`src/rtl/stereo_gain_mixer_with_meter_assert.svh`:
```
// Assertion macros for the stereo gain mixer checks.
// Used by the top level; expects clk and rst_n in scope.
`ifndef STEREO_GAIN_MIXER_WITH_METER_ASSERT_SVH
`define STEREO_GAIN_MIXER_WITH_METER_ASSERT_SVH

// Check a condition in the same cycle as its trigger.
`define SGM_ASSERT_NOW(label, ante, cons) \
    label: assert property (@(posedge clk) disable iff (!rst_n) (ante) |-> (cons)) \
        else $error("sgm: same-cycle check failed");

// Check a condition in the cycle after its trigger.
`define SGM_ASSERT_NEXT(label, ante, cons) \
    label: assert property (@(posedge clk) disable iff (!rst_n) (ante) |=> (cons)) \
        else $error("sgm: next-cycle check failed");

`endif

```
`src/rtl/sgm_pkg.sv`:
```
// Shared constants, widths and types of the stereo gain mixer.
// No dependencies; imported by every module of the block.
`timescale 1ns / 1ps
`default_nettype none

package sgm_pkg;

    // channel slots carried on the stream, and how many of them are mixed
    localparam int NCH          = 4;
    localparam int NUM_CHANNELS = 4;
    localparam int METER_WINDOW = 441;

    localparam int SAMPLE_W = 16;
    localparam int GAIN_W   = 10;
    localparam int LEVEL_W  = 7;
    localparam int SUM_W    = 24;
    localparam int FRAME_W  = 9;

    localparam int NGAIN  = 2 * NCH;
    localparam int GIDX_W = $clog2(NGAIN);

    // signed product of an unsigned gain and a signed sample
    localparam int PROD_W    = GAIN_W + SAMPLE_W + 1;
    localparam int MIX_W     = PROD_W + $clog2(NCH);
    localparam int MIX_SHIFT = 12;
    localparam int QUOT_W    = MIX_W - MIX_SHIFT;
    localparam int MAG_W     = QUOT_W;

    localparam logic signed [SAMPLE_W-1:0] OUT_MAX = 16'sd32767;
    localparam logic signed [SAMPLE_W-1:0] OUT_MIN = -16'sd32767;

    // level = sum / (window * 164), capped; sums beyond the cap all give the top level
    localparam logic [LEVEL_W-1:0] LEVEL_MAX = 7'd100;
    localparam int LEVEL_STEP = 164;
    localparam int LEVEL_DIV  = METER_WINDOW * LEVEL_STEP;
    localparam logic [SUM_W-1:0] CAP_SUM = SUM_W'((int'(LEVEL_MAX) + 1) * LEVEL_DIV - 1);
    localparam int CAP_W = $clog2(int'(CAP_SUM) + 1);

    // exact reciprocal: floor(s / LEVEL_DIV) == (s * RECIP_M) >> RECIP_K for s < 2**CAP_W
    localparam int RECIP_K = CAP_W + $clog2(LEVEL_DIV);
    localparam logic [63:0] RECIP_M =
        ((64'd1 << RECIP_K) + 64'(LEVEL_DIV) - 64'd1) / 64'(LEVEL_DIV);
    localparam int RECIP_W    = $clog2(RECIP_M + 64'd1);
    localparam int LVL_PROD_W = CAP_W + RECIP_W;

    // item kinds on tuser
    localparam logic OP_MIX  = 1'b0;
    localparam logic OP_TICK = 1'b1;

    localparam int IN_DATA_W    = ((2 * NCH * SAMPLE_W + 7) / 8) * 8;
    localparam int OUT_FIELDS_W = 2 * SAMPLE_W + 2 * LEVEL_W;
    localparam int OUT_DATA_W   = ((OUT_FIELDS_W + 7) / 8) * 8;

    // per-stage load strobes from the pipeline control
    typedef struct packed {
        logic load_a;
        logic load_b;
        logic load_c;
        logic load_d;
        logic load_e;
    } pipe_ctl_t;

    // merged frame as it leaves the merge stage
    typedef struct packed {
        logic                       op;
        logic signed [SAMPLE_W-1:0] out_l;
        logic signed [SAMPLE_W-1:0] out_r;
        logic        [MAG_W-1:0]    mag_l;
        logic        [MAG_W-1:0]    mag_r;
    } mix_word_t;

endpackage

`default_nettype wire

```
`src/rtl/sgm_lane.sv`:
```
// One gain lane: registered gain-by-sample product.
// Depends on sgm_pkg.
`timescale 1ns / 1ps
`default_nettype none

module sgm_lane
    import sgm_pkg::*;
(
    input  wire logic                       clk,
    input  wire logic                       load,
    input  wire logic        [GAIN_W-1:0]   gain,
    input  wire logic signed [SAMPLE_W-1:0] sample,
    output logic signed      [PROD_W-1:0]   product
);

    logic signed [PROD_W-1:0] product_reg;
    logic signed [PROD_W-1:0] product_next;

    assign product_next = PROD_W'($signed({1'b0, gain})) * PROD_W'(sample);

    always_ff @(posedge clk)
    begin
        if (load)
        begin
            product_reg <= product_next;
        end
    end

    assign product = product_reg;

endmodule

`default_nettype wire

```
`config.mk`:
```
export PLATFORM = sky130hd
export DESIGN_NAME = sgm_lane
export DESIGN_NICKNAME = d
export VERILOG_FILES = /design/src/rtl/stereo_gain_mixer_with_meter_assert.svh /design/src/rtl/sgm_pkg.sv /design/src/rtl/sgm_lane.sv
export SDC_FILE = /design/constraint.sdc
export NUM_CORES = 1
export LEC_CHECK = 0
export ABC_CLOCK_PERIOD_IN_PS = 15000
export BUFFER_PORTS_ARGS = -buffer_cell sky130_fd_sc_hd__clkbuf_2
export CAP_MARGIN = 10
export CORE_AREA = 2 2 128 130
export CTS_CLUSTER_DIAMETER = 40
export DETAILED_ROUTE_END_ITERATION = 7
export DIE_AREA = 0 0 130 132
export GPL_TIMING_DRIVEN = 0
export REMOVE_ABC_BUFFERS = 1
export SLEW_MARGIN = 20
export SYNTH_ARGS = -nofsm -noshare
export SYNTH_HDL_FRONTEND = slang
export SYNTH_SLANG_ARGS = --single-unit
```
`constraint.sdc`:
```
create_clock -name clk -period 15 [get_ports clk]
set_input_delay 0 -clock clk [delete_from_list [all_inputs] [get_ports clk]]
set_output_delay 0 -clock clk [all_outputs]
set_load 0.005 [all_outputs]
```
==> impl_metrics.env <==
export IMPL_grt_util_met1_pct=21.9
export IMPL_syn_avg_cell_area_um2=9.31
export IMPL_critPathMaxFanout=16
export IMPL_crit_type="input pin to register"
export IMPL_fin_nets=1016
export IMPL_grt_most_used_layer="met2"
export IMPL_p_total_mw=1.70
export IMPL_synth_edf_count=27
export IMPL_finalCoreUtilization_pct=47.7
export IMPL_synthCells=750
export IMPL_ys_flop_type="edfxtp_1"
export IMPL_num_antenna_cells=0
export IMPL_n_fill_cell=1561
export IMPL_dieWidth_um=130
export IMPL_hold_viol=0
export IMPL_combPwrFrac_pct=84.8
export IMPL_finalSetupViolCount=0
export IMPL_pre_cts_ws_ns=9.61
export IMPL_p_int_mw=0.855
export IMPL_synth_top_area_share_pct=41.6
export IMPL_wire_per_inst_um=14.2
export IMPL_p_sw_mw=0.850
export IMPL_postCtsSetupBuffers=0
export IMPL_cp_common_cell="fa_1"
export IMPL_p_seq_share_pct=11.8
export IMPL_maxCapViolCount=0
export IMPL_min_from="sample[0]"
export IMPL_path_cells="clkbuf_2, nand2_1, fa_1, inv_1, fa_1, fa_1, fa_1, inv_1, fa_1, inv_1, ha_1, a21o_1, a21o_1, a221o_1, a41oi_2, o31a_2, nor4b_1, a311o_1"
export IMPL_fmax_mhz=197
export IMPL_grt_pass1_wl_um=25700
export IMPL_pwr_density_cell_nw_per_um2=227
export IMPL_via_count=4989
export IMPL_relSlewSlack_pct=55.7
export IMPL_rsz0062_at_grt="no"
export IMPL_grt_use_met2_pct=36.3
export IMPL_portBuffers=54
export IMPL_period_needed_ns=5.08
export IMPL_cp_end_kind="register"
export IMPL_synth_top_cell_by_area="fa_1"
export IMPL_yosys_warnings=0
export IMPL_cts_root_buf="clkbuf_16"
export IMPL_crit_arrival_ns=5.09
export IMPL_core_area_um2=15700
export IMPL_syn_to_final_growth_pct=7.31
export IMPL_drtIter0Drc=164
export IMPL_grt_pass1_vias=5632
export IMPL_synth_distinct_cells=45
export IMPL_drive_gt1_share_pct=8.19
export IMPL_synth_most_common_cell="inv_1"
export IMPL_cts_made_buffers=3
export IMPL_critPathRequiredTime_ns=15.01
export IMPL_ys_async_sr_fraction_pct=0
export IMPL_ctsHoldBuffers=0
export IMPL_ant_nets=0
export IMPL_cts_max_level=1
export IMPL_start_kind="input pin"
export IMPL_power_leakage_nw=3.91
export IMPL_grt_max_degree=28
export IMPL_clk_path_buf_depth=2
export IMPL_clock_sinks=27
export IMPL_die_h_um=132
export IMPL_crit_slowest_cell="fa_1"
export IMPL_crit_start="gain[2]"
export IMPL_die_area_um2=17200
export IMPL_min_path_type="input pin to register"
export IMPL_swShare_pct=49.9
export IMPL_largest_register_ffs=27
export IMPL_p_clk_share_pct=3.5
export IMPL_fin_ws_ns=9.92
export IMPL_num_rows=46
export IMPL_syn_area_um2=6980
export IMPL_synth_common_cells="inv_1 (201), fa_1 (145), nand2_1 (100)"
export IMPL_hpwl_um=12100
export IMPL_period_share_pct=33.9
export IMPL_io_pins=55
export IMPL_slowest_delay_ns=0.54
export IMPL_grt_total_usage_pct=18.4
export IMPL_place_gp_congestion=0.854
export IMPL_drtPass1Iterations=4
export IMPL_crit_end="product[25]$_DFFE_PP_"
export IMPL_fin_tns_setup_ns=0
export IMPL_ctsResizeCount=0
export IMPL_ys_seq_elements=27
export IMPL_ir_drop_mv=0.163
export IMPL_drcViolationCount=0
export IMPL_start_util_pct=44.4
export IMPL_hold_ws_ns=0.198
export IMPL_overflow=0
export IMPL_clk_pin_slew_ns=0.06
export IMPL_routed_wirelength_um=14200
export IMPL_use_met3_pct=1.50
export IMPL_synth_yosys_seq_area_share_pct=11.6
export IMPL_antenna_found_initial=0
export IMPL_slew_viol_final=0
export IMPL_status="finished, final reports clean"
export IMPL_tightestPinTransition_ns=0.665
export IMPL_synth_area_leaders="fa_1 (42%), edfxtp_1 (12%), ha_1 (11%)"
export IMPL_cts_tree="yes"
export IMPL_vias_per_cell=5.00
## per-stage QoR
stage | instance area (um^2) | std cells
2_1_floorplan | 6870 | 723
4_1_cts | 7490 | 997
3_3_place_gp | 7410 | 993
6_report | 7490 | 997
3_5_place_dp | 7410 | 993
5_1_grt | 7490 | 997
## power groups by stage
stage | combinational (mW) | sequential [mW] | clock [mW]
after floorplan | 1.11 | 0.208 | 0
after global placement | 1.44 | 0.202 | 0
after detailed placement | 1.46 | 0.203 | 0
after CTS | 1.47 | 0.201 | 0.0618
after global routing | 1.66 | 0.205 | 0.0644
final | 1.44 | 0.200 | 0.0593
## layer usage
metal | wire, um | vias to the layer above
met3 | 430 | 13
li1 | - | 2296
met2 | 8060 | 77
met1 | 5550 | 2603
met4 | 150 | 0
met5 | 0 | -
## final cells by class
type | count | area (um^2) | area share (%)
multi-input cells | 495 | 5310 | 70.8
repair buffers | 54 | 270 | 3.61
flip-flops and latches | 27 | 811 | 10.8
well taps | 216 | 270 | 3.61
clock inverters | 1 | 5.00 | 0.0668
inverters | 201 | 754 | 10.1
clock buffers | 3 | 75.1 | 1.00
## cell families after synthesis
| family | Yosys count | synth area share, % |
|---|---|---|
| DFF | 27 | 11.6 |
| buffers and inverters | 228 | 12.4 |
| AOI/OAI and AO/OA | 70 | 6.72 |
| xor gates and xnor gates | 25 | 3.14 |
| and+or+nand+nor | 194 | 13.7 |
| adders and majority gates | 206 | 52.5 |
## worst max-delay path, delay by kind of cell
| kind | cells | cell delay [ns] |
|---|---|---|
| AND/OR/NAND/NOR | 2 | 0.20 |
| AO/OA/AOI/OAI | 6 | 1.52 |
| adder cells (fa/ha/maj) | 6 | 2.89 |
| buffers and inverters | 4 | 0.48 |
## cells in the final DEF, fill, tap and decap left out, drive strengths merged, types with 2 or more instances in the layout
master / netlist / routed
inv: 201 / 201
fa: 145 / 145
nand2: 100 / 100
and2: 72 / 72
ha: 61 / 61
clkbuf: 26 / 57
edfxtp: 27 / 27
a21oi: 21 / 21
xnor2: 18 / 18
o21ai: 11 / 11
a21o: 11 / 11
xor2: 7 / 7
nand3: 5 / 5
o21a: 5 / 5
nor2: 4 / 4
a31oi: 3 / 3
and3: 2 / 2
nand4: 2 / 2
o211ai: 2 / 2
nor4b: 2 / 2
a31o: 2 / 2
o311ai: 2 / 2
## worst min path at each step
stage | to | slack [ns] | cells past startpoint
2_1_floorplan | product[0]$_DFFE_PP_ | 0.11 | 0
3_3_place_gp | product[4] | 0.40 | 1
3_5_place_dp | product[12] | 0.40 | 1
4_1_cts | product[0]$_DFFE_PP_ | 0.21 | 2
5_1_grt | product[0]$_DFFE_PP_ | 0.22 | 2
6_report | product[0]$_DFFE_PP_ | 0.20 | 2
No activity file was read; power rests on OpenSTA's default activity.
