<file path="config.mk">
export PLATFORM = sky130hd
export DESIGN_NAME = sgm_meter
export DESIGN_NICKNAME = d
export VERILOG_FILES = /design/src/rtl/stereo_gain_mixer_with_meter_assert.svh /design/src/rtl/sgm_pkg.sv /design/src/rtl/sgm_meter.sv
export SDC_FILE = /design/constraint.sdc
export NUM_CORES = 1
export LEC_CHECK = 0
export BUFFER_PORTS_ARGS = -buffer_cell sky130_fd_sc_hd__buf_2
export CAP_MARGIN = 40
export CORE_ASPECT_RATIO = 1.25
export CORE_MARGIN = 2
export CORE_UTILIZATION = 65
export DETAILED_ROUTE_END_ITERATION = 12
export PLACE_DENSITY = 0.95
export SETUP_SLACK_MARGIN = 0.5
export SLEW_MARGIN = 20
export SYNTH_ARGS = -nofsm -noshare
export SYNTH_HDL_FRONTEND = slang
export SYNTH_SLANG_ARGS = --single-unit
</file>
<file path="constraint.sdc">
create_clock -name clk -period 10.7 [get_ports clk]
set_input_delay 1.605 -clock clk [delete_from_list [all_inputs] [get_ports clk]]
set_output_delay 1.605 -clock clk [all_outputs]
set_load 0.05 [all_outputs]
</file>
<file path="src/rtl/stereo_gain_mixer_with_meter_assert.svh">
// Assertion macros for the stereo gain mixer checks.
// Used by the top level; expects clk and rst_n in scope.
`ifndef STEREO_GAIN_MIXER_WITH_METER_ASSERT_SVH
`define STEREO_GAIN_MIXER_WITH_METER_ASSERT_SVH

// Check a condition in the same cycle as its trigger.
`define SGM_ASSERT_NOW(label, ante, cons) \
    label: assert property (@(posedge clk) disable iff (!rst_n) (ante) |-> (cons)) \
        else $error("sgm: same-cycle check failed");

// Check a condition in the cycle after its trigger.
`define SGM_ASSERT_NEXT(label, ante, cons) \
    label: assert property (@(posedge clk) disable iff (!rst_n) (ante) |=> (cons)) \
        else $error("sgm: next-cycle check failed");

`endif

</file>
<file path="src/rtl/sgm_pkg.sv">
// Shared constants, widths and types of the stereo gain mixer.
// No dependencies; imported by every module of the block.
`timescale 1ns / 1ps
`default_nettype none

package sgm_pkg;

    // channel slots carried on the stream, and how many of them are mixed
    localparam int NCH          = 4;
    localparam int NUM_CHANNELS = 4;
    localparam int METER_WINDOW = 441;

    localparam int SAMPLE_W = 16;
    localparam int GAIN_W   = 10;
    localparam int LEVEL_W  = 7;
    localparam int SUM_W    = 24;
    localparam int FRAME_W  = 9;

    localparam int NGAIN  = 2 * NCH;
    localparam int GIDX_W = $clog2(NGAIN);

    // signed product of an unsigned gain and a signed sample
    localparam int PROD_W    = GAIN_W + SAMPLE_W + 1;
    localparam int MIX_W     = PROD_W + $clog2(NCH);
    localparam int MIX_SHIFT = 12;
    localparam int QUOT_W    = MIX_W - MIX_SHIFT;
    localparam int MAG_W     = QUOT_W;

    localparam logic signed [SAMPLE_W-1:0] OUT_MAX = 16'sd32767;
    localparam logic signed [SAMPLE_W-1:0] OUT_MIN = -16'sd32767;

    // level = sum / (window * 164), capped; sums beyond the cap all give the top level
    localparam logic [LEVEL_W-1:0] LEVEL_MAX = 7'd100;
    localparam int LEVEL_STEP = 164;
    localparam int LEVEL_DIV  = METER_WINDOW * LEVEL_STEP;
    localparam logic [SUM_W-1:0] CAP_SUM = SUM_W'((int'(LEVEL_MAX) + 1) * LEVEL_DIV - 1);
    localparam int CAP_W = $clog2(int'(CAP_SUM) + 1);

    // exact reciprocal: floor(s / LEVEL_DIV) == (s * RECIP_M) >> RECIP_K for s < 2**CAP_W
    localparam int RECIP_K = CAP_W + $clog2(LEVEL_DIV);
    localparam logic [63:0] RECIP_M =
        ((64'd1 << RECIP_K) + 64'(LEVEL_DIV) - 64'd1) / 64'(LEVEL_DIV);
    localparam int RECIP_W    = $clog2(RECIP_M + 64'd1);
    localparam int LVL_PROD_W = CAP_W + RECIP_W;

    // item kinds on tuser
    localparam logic OP_MIX  = 1'b0;
    localparam logic OP_TICK = 1'b1;

    localparam int IN_DATA_W    = ((2 * NCH * SAMPLE_W + 7) / 8) * 8;
    localparam int OUT_FIELDS_W = 2 * SAMPLE_W + 2 * LEVEL_W;
    localparam int OUT_DATA_W   = ((OUT_FIELDS_W + 7) / 8) * 8;

    // per-stage load strobes from the pipeline control
    typedef struct packed {
        logic load_a;
        logic load_b;
        logic load_c;
        logic load_d;
        logic load_e;
    } pipe_ctl_t;

    // merged frame as it leaves the merge stage
    typedef struct packed {
        logic                       op;
        logic signed [SAMPLE_W-1:0] out_l;
        logic signed [SAMPLE_W-1:0] out_r;
        logic        [MAG_W-1:0]    mag_l;
        logic        [MAG_W-1:0]    mag_r;
    } mix_word_t;

endpackage

`default_nettype wire

</file>
<file path="src/rtl/sgm_meter.sv">
// Meter stages: window accumulation, reciprocal level multiply and the
// peak-held level with tick decay; also carries the samples to the output.
// Depends on sgm_pkg.
`timescale 1ns / 1ps
`default_nettype none

module sgm_meter
    import sgm_pkg::*;
(
    input  wire logic                 clk,
    input  wire logic                 rst_n,
    input  wire pipe_ctl_t            ctl,
    input  wire mix_word_t            word,
    output logic signed [SAMPLE_W-1:0] out_left,
    output logic signed [SAMPLE_W-1:0] out_right,
    output logic        [LEVEL_W-1:0]  level_left,
    output logic        [LEVEL_W-1:0]  level_right
);

    function automatic logic [SUM_W-1:0] sat_add(input logic [SUM_W-1:0] sum,
                                                 input logic [MAG_W-1:0] mag);
        logic [SUM_W:0] s;
        s = {1'b0, sum} + (SUM_W + 1)'(mag);
        return s[SUM_W] ? '1 : s[SUM_W-1:0];
    endfunction

    function automatic logic [LEVEL_W-1:0] level_of(input logic [SUM_W-1:0] sum);
        logic [CAP_W-1:0]      capped;
        logic [LVL_PROD_W-1:0] prod;
        capped = (sum > CAP_SUM) ? CAP_SUM[CAP_W-1:0] : sum[CAP_W-1:0];
        prod   = LVL_PROD_W'(capped) * LVL_PROD_W'(RECIP_M[RECIP_W-1:0]);
        return prod[RECIP_K +: LEVEL_W];
    endfunction

    // window state
    logic [SUM_W-1:0]   sum_l_reg;
    logic [SUM_W-1:0]   sum_r_reg;
    logic [FRAME_W-1:0] frame_reg;
    logic [SUM_W-1:0]   acc_l_next;
    logic [SUM_W-1:0]   acc_r_next;
    logic [FRAME_W-1:0] frame_next;
    logic               win_end;

    // stage C
    mix_word_t          c_word_reg;
    logic               c_close_reg;
    logic [SUM_W-1:0]   c_sum_l_reg;
    logic [SUM_W-1:0]   c_sum_r_reg;

    // stage D
    logic                       d_op_reg;
    logic                       d_close_reg;
    logic signed [SAMPLE_W-1:0] d_out_l_reg;
    logic signed [SAMPLE_W-1:0] d_out_r_reg;
    logic [LEVEL_W-1:0]         d_lvl_l_reg;
    logic [LEVEL_W-1:0]         d_lvl_r_reg;

    // stage E
    logic signed [SAMPLE_W-1:0] e_out_l_reg;
    logic signed [SAMPLE_W-1:0] e_out_r_reg;
    logic [LEVEL_W-1:0]         held_l_reg;
    logic [LEVEL_W-1:0]         held_r_reg;
    logic [LEVEL_W-1:0]         held_l_next;
    logic [LEVEL_W-1:0]         held_r_next;

    always_comb
    begin
        acc_l_next = sat_add(sum_l_reg, word.mag_l);
        acc_r_next = sat_add(sum_r_reg, word.mag_r);
        frame_next = frame_reg + FRAME_W'(1);
        win_end    = (word.op == OP_MIX) && (frame_next >= FRAME_W'(METER_WINDOW));
    end

    always_ff @(posedge clk or negedge rst_n)
    begin
        if (!rst_n)
        begin
            sum_l_reg   <= '0;
            sum_r_reg   <= '0;
            frame_reg   <= '0;
            c_close_reg <= 1'b0;
        end
        else if (ctl.load_c)
        begin
            c_close_reg <= win_end;
            if (word.op == OP_MIX)
            begin
                if (win_end)
                begin
                    sum_l_reg <= '0;
                    sum_r_reg <= '0;
                    frame_reg <= '0;
                end
                else
                begin
                    sum_l_reg <= acc_l_next;
                    sum_r_reg <= acc_r_next;
                    frame_reg <= frame_next;
                end
            end
        end
    end

    always_ff @(posedge clk)
    begin
        if (ctl.load_c)
        begin
            c_word_reg  <= word;
            c_sum_l_reg <= acc_l_next;
            c_sum_r_reg <= acc_r_next;
        end
    end

    always_ff @(posedge clk or negedge rst_n)
    begin
        if (!rst_n)
        begin
            d_op_reg    <= OP_MIX;
            d_close_reg <= 1'b0;
        end
        else if (ctl.load_d)
        begin
            d_op_reg    <= c_word_reg.op;
            d_close_reg <= c_close_reg;
        end
    end

    always_ff @(posedge clk)
    begin
        if (ctl.load_d)
        begin
            d_out_l_reg <= c_word_reg.out_l;
            d_out_r_reg <= c_word_reg.out_r;
            d_lvl_l_reg <= level_of(c_sum_l_reg);
            d_lvl_r_reg <= level_of(c_sum_r_reg);
        end
    end

    always_comb
    begin
        held_l_next = held_l_reg;
        held_r_next = held_r_reg;
        if (d_op_reg == OP_TICK)
        begin
            if (held_l_reg != '0)
                held_l_next = held_l_reg - LEVEL_W'(1);
            if (held_r_reg != '0)
                held_r_next = held_r_reg - LEVEL_W'(1);
        end
        else if (d_close_reg)
        begin
            if (d_lvl_l_reg > held_l_reg)
                held_l_next = d_lvl_l_reg;
            if (d_lvl_r_reg > held_r_reg)
                held_r_next = d_lvl_r_reg;
        end
    end

    always_ff @(posedge clk or negedge rst_n)
    begin
        if (!rst_n)
        begin
            held_l_reg <= '0;
            held_r_reg <= '0;
        end
        else if (ctl.load_e)
        begin
            held_l_reg <= held_l_next;
            held_r_reg <= held_r_next;
        end
    end

    always_ff @(posedge clk)
    begin
        if (ctl.load_e)
        begin
            e_out_l_reg <= d_out_l_reg;
            e_out_r_reg <= d_out_r_reg;
        end
    end

    assign out_left    = e_out_l_reg;
    assign out_right   = e_out_r_reg;
    assign level_left  = held_l_reg;
    assign level_right = held_r_reg;

endmodule

`default_nettype wire

</file>
==> impl.org <==
** Run status
- Result of the run :: finished, final reports clean

** Logic synthesis
- The most used flip-flop cell after synthesis is edfxtp_1.
- In the synthesized netlist, the number of instances is 2,569.
- After synthesis, the share of flip-flops with an asynchronous set or reset is 31.8%.
- The synthesized design contains 159 enable-type register cells.
- For this run, the number of Yosys warnings is 0.
- Sequential-to-total area share from yosys stat :: 24.4%
- Multiplexer share of the synthesized area :: less than 1%
- Counting flops and latches in the post-synthesis netlist gives approximately 230.
- A synthesized cell averages 10.6 um2.
- Largest family of logic cells by synthesized area :: adder cells
- Compound-gate portion of the synthesized area :: 10.2%
- Counting distinct cell types in the post-synthesis netlist gives between 70 and 80.
- Area fraction in and, or, nand and nor cells after synthesis :: 7.49%
- Post-synthesis instance area :: 0.0272 mm2
- Net count of the mapped netlist :: 3,429
- Post-synthesis xor/xnor area fraction :: 2.54%
- Of the total synthesized cell area, the portion taken by full adders, half adders and majority gates is between 40% and 50%.

** Critical path
- Setup slack of the most critical reg-to-reg path :: 0.97 ns
- In this run the worst path has a maximum fanout of 19.
- Counting cells, the worst reg-to-reg path comes to 29.
- Counting stages on the worst path, the most repeated cell is fa_1.
- Capture point of the worst path :: d_lvl_l_reg[5]$_DFFE_PP_
- Critical path depth in cells :: 29
- The critical path in this run is classified as reg -> reg.
- Launch instance of the worst register-to-register path :: c_sum_l_reg[20]$_DFFE_PP_
- Worst path bufs/invs :: 7
- FF-to-FF End :: d_lvl_l_reg[5]$_DFFE_PP_
- The most critical setup path has its startpoint at c_sum_l_reg[20]$_DFFE_PP_.
- Among cell families on the critical path, the largest total delay comes from adder cells.
- Slowest cell on the critical path :: fa_1
- Data on the critical path arrives at its endpoint at around 10 ns.
- For the worst setup path, the data required time is 11.00 ns.
- The worst setup path is captured at a flop.
- Kind of start point of the critical path :: flop
- For this run, the slowest stage of the critical path takes 0.58 ns.

** Timing
- The worst pin sits at a relative slew slack of 43.2%.
- For the pin with the worst max-slew slack, the measured transition is 0.852 ns.
- Setup TNS :: 0 ns
- Fmax :: 103 MHz
- Setup violations remaining at the end of the flow were counted as 0.
- On the final layout, the worst clock skew is 0.0190 ns.
- Part of the cycle the worst path needs :: between 90% and 100%
- Setup repair after global routing left no endpoint under its margin.
- Max Slew Vio Count :: 0
- After layout, the minimum clock period comes to 9.73 ns.
- Final count of hold timing violations :: 0

** Clock network
- After clock tree synthesis, the clock-pin slew on the worst setup and hold paths is approximately 0.070 ns.
- No sink is reached through more buffers than the 3 on the longest clock path.
- CTS saw 233 sinks.
- TritonCTS built the clock tree.
- Clock insertion delay at the later pin of the skew report :: 0.55 ns
- Post-CTS timing repair inserted 0 buffers for setup.
- Number of instances resized during post-cts repair :: 0
- CTS built an H-tree with a depth of 1.
- Total clock buffers created by CTS :: 23
- Number of buffers inserted for hold repair after clock tree synthesis :: 0
- CTS root buf :: clkbuf_16

** Global routing
- Global-route total usage across every layer :: 30.1%
- After global routing the overflow that remains totals 0.
- Global routing used 33.4% of the available met1 tracks.
- Layer carrying the most global-route usage :: met2
- Routing usage on met3 :: 3.21%
- Antenna violations before repair :: 2
- Global-route wire length before repair :: approximately 100,000 um
- Global-route track usage on met2 :: 57.0%
- Entering global routing, the biggest net connects 60 pins.
- Via count of the first global-routing pass :: 20.9k

** Route
- Number of DRC violations after detailed-routing iteration 0 :: 1,500
- Routed WL per cell :: 19.9 um
- The pre-antenna-repair detailed-routing pass consisted of 6 iterations.
- Summed over all layers, the routed wires come to 64,500 um.
- In the routed design, unresolved DRC markers number 0.
- The count of nets left with antenna violations once routing finished came out at 0.
- Detailed routing inserted a total of 19.4k vias.
- After detailed routing, the number of vias per cell comes to 5.97.

** Placed design
- Detailed placement ended at an HPWL of 52,400 um.
- PortBufs :: 117
- Final weighted congestion in routability-driven placement :: 0.989

** Run
- Total of max-cap violations :: 0

** Die
- The die is roughly 190 um wide.
- The die covers 0.0435 mm2.
- The floorplan has 83 rows.
- Number of top-level pins :: 120
- Die Y :: 233 um
- For this configuration, the core starts out at a cell density of between 60% and 70%.
- Placeable core region :: 0.0412 mm2

** Cells and area
- Cells with a size suffix above 1 make up around 7.6% of the layout.
- Relative to the synthesized area, the layout overhead comes to 7.23%.
- The register with the most flip-flops in the layout has 33 of them.
- Total of fill cells in the finished design :: 2,769
- The final layout contains about 3.5k nets.
- Summing all flip-flop and latch instances after layout gives approximately 0.0066 mm2.
- Total area of multi-input combinational cells :: about 0.018 mm2

** Worst hold path
- Min-delay worst type :: reg -> reg
==> cell families (layout without fill, tap and decap cells) <==
group / count (synthesis) / count (layout)
compound gates: 414 / 414
xor+xnor: 79 / 79
fa+ha+maj: 787 / 787
buf+inv: 646 / 769
flops: 233 / 233
mux: 8 / 8
other cells: 0 / 1
simple gates: 402 / 402
==> final cells by class <==
| class | instances | area share (%) |
|---|---|---|
| multi-input cells | 1690 | 62.2 |
| well taps | 552 | 2.37 |
| repair buffers | 130 | 2.54 |
| clock buffers | 32 | 2.24 |
| inverters | 597 | 7.69 |
| diodes | 1 | 0.00858 |
| clock inverters | 10 | 0.270 |
| flip-flops and latches | 233 | 22.7 |
==> cells in the mapped netlist, drive strengths merged, types with 4 or more instances <==
cell type | n | area [um2]
o21a | 15 | 113
a311oi | 4 | 41.3
o211ai | 11 | 82.6
or2 | 13 | 83.8
a31oi | 31 | 239
nand3b | 4 | 30.0
inv | 597 | 2240
nand2 | 125 | 469
nand3 | 30 | 150
dfrtp | 74 | 1850
a21oi | 109 | 546
o22ai | 8 | 50.1
a41oi | 6 | 52.6
nor4 | 6 | 50.0
and4 | 4 | 35.0
and2 | 16 | 100
nor2 | 62 | 233
or3 | 6 | 37.5
o21ai | 88 | 452
edfxtp | 159 | 4770
xor2 | 25 | 219
a211o | 6 | 52.6
a21boi | 5 | 41.3
and3 | 22 | 140
a21o | 43 | 323
buf | 11 | 63.8
a211oi | 15 | 113
a41o | 4 | 40.0
nand2b | 44 | 275
a31o | 5 | 43.8
ha | 428 | 5360
o21bai | 4 | 30.0
nand4 | 16 | 100
mux2i | 5 | 50.1
fa | 358 | 7170
a22o | 36 | 315
nor3 | 27 | 140
xnor2 | 54 | 473
nor2b | 16 | 100
clkbuf | 38 | 144
==> stage by stage <==
stage | hold WS (ns) | cell area, um2 | std cells | setup slack [ns] | utilization [%]
2_1_floorplan | 0.400 | 27200 | 2569 | 2.92 | -
5_1_grt | 0.424 | 29200 | 3245 | 0.584 | 70.7
3_3_place_gp | 0.400 | 28300 | 3196 | 1.44 | 68.7
3_5_place_dp | 0.405 | 28400 | 3198 | 1.05 | 68.8
6_report | 0.418 | 29200 | 3245 | 0.969 | 70.7
4_1_cts | 0.420 | 29100 | 3240 | 1.05 | 70.6
==> cell usage in the layout (no fill, tap or decap), types with 26 or more instances in the layout <==
master,count
a21o_1,43
a21oi_1,109
a22o_1,36
a31oi_1,28
buf_2,115
dfrtp_1,74
edfxtp_1,159
fa_1,358
ha_1,428
inv_1,597
nand2_1,125
nand2b_1,44
nand3_1,30
nor2_1,61
nor3_1,26
o21ai_0,84
xnor2_1,54
==> worst min-delay path by stage <==
stage | slack, ns | endpoint | cells after the start | from
final | 0.42 | out_right[2]$_DFFE_PP_ | 0 | d_out_r_reg[2]$_DFFE_PP_
after global routing | 0.42 | out_right[6]$_DFFE_PP_ | 0 | d_out_r_reg[6]$_DFFE_PP_
after CTS | 0.42 | d_out_l_reg[2]$_DFFE_PP_ | 0 | c_word_reg[52]$_DFFE_PP_
after detailed placement | 0.40 | d_out_l_reg[12]$_DFFE_PP_ | 0 | c_word_reg[62]$_DFFE_PP_
after global placement | 0.40 | out_right[0]$_DFFE_PP_ | 0 | d_out_r_reg[0]$_DFFE_PP_
after floorplan | 0.40 | d_out_l_reg[0]$_DFFE_PP_ | 0 | c_word_reg[50]$_DFFE_PP_
==> metal layers <==
layer,up-vias,share of wire (%)
met3,251,4.9
li1,8704,-
met4,2,5.8
met1,9630,35
met2,780,54
met5,-,0.019
Power is not shown: default switching activity piles up to over one toggle a cycle in this logic, so the estimate is an artifact.
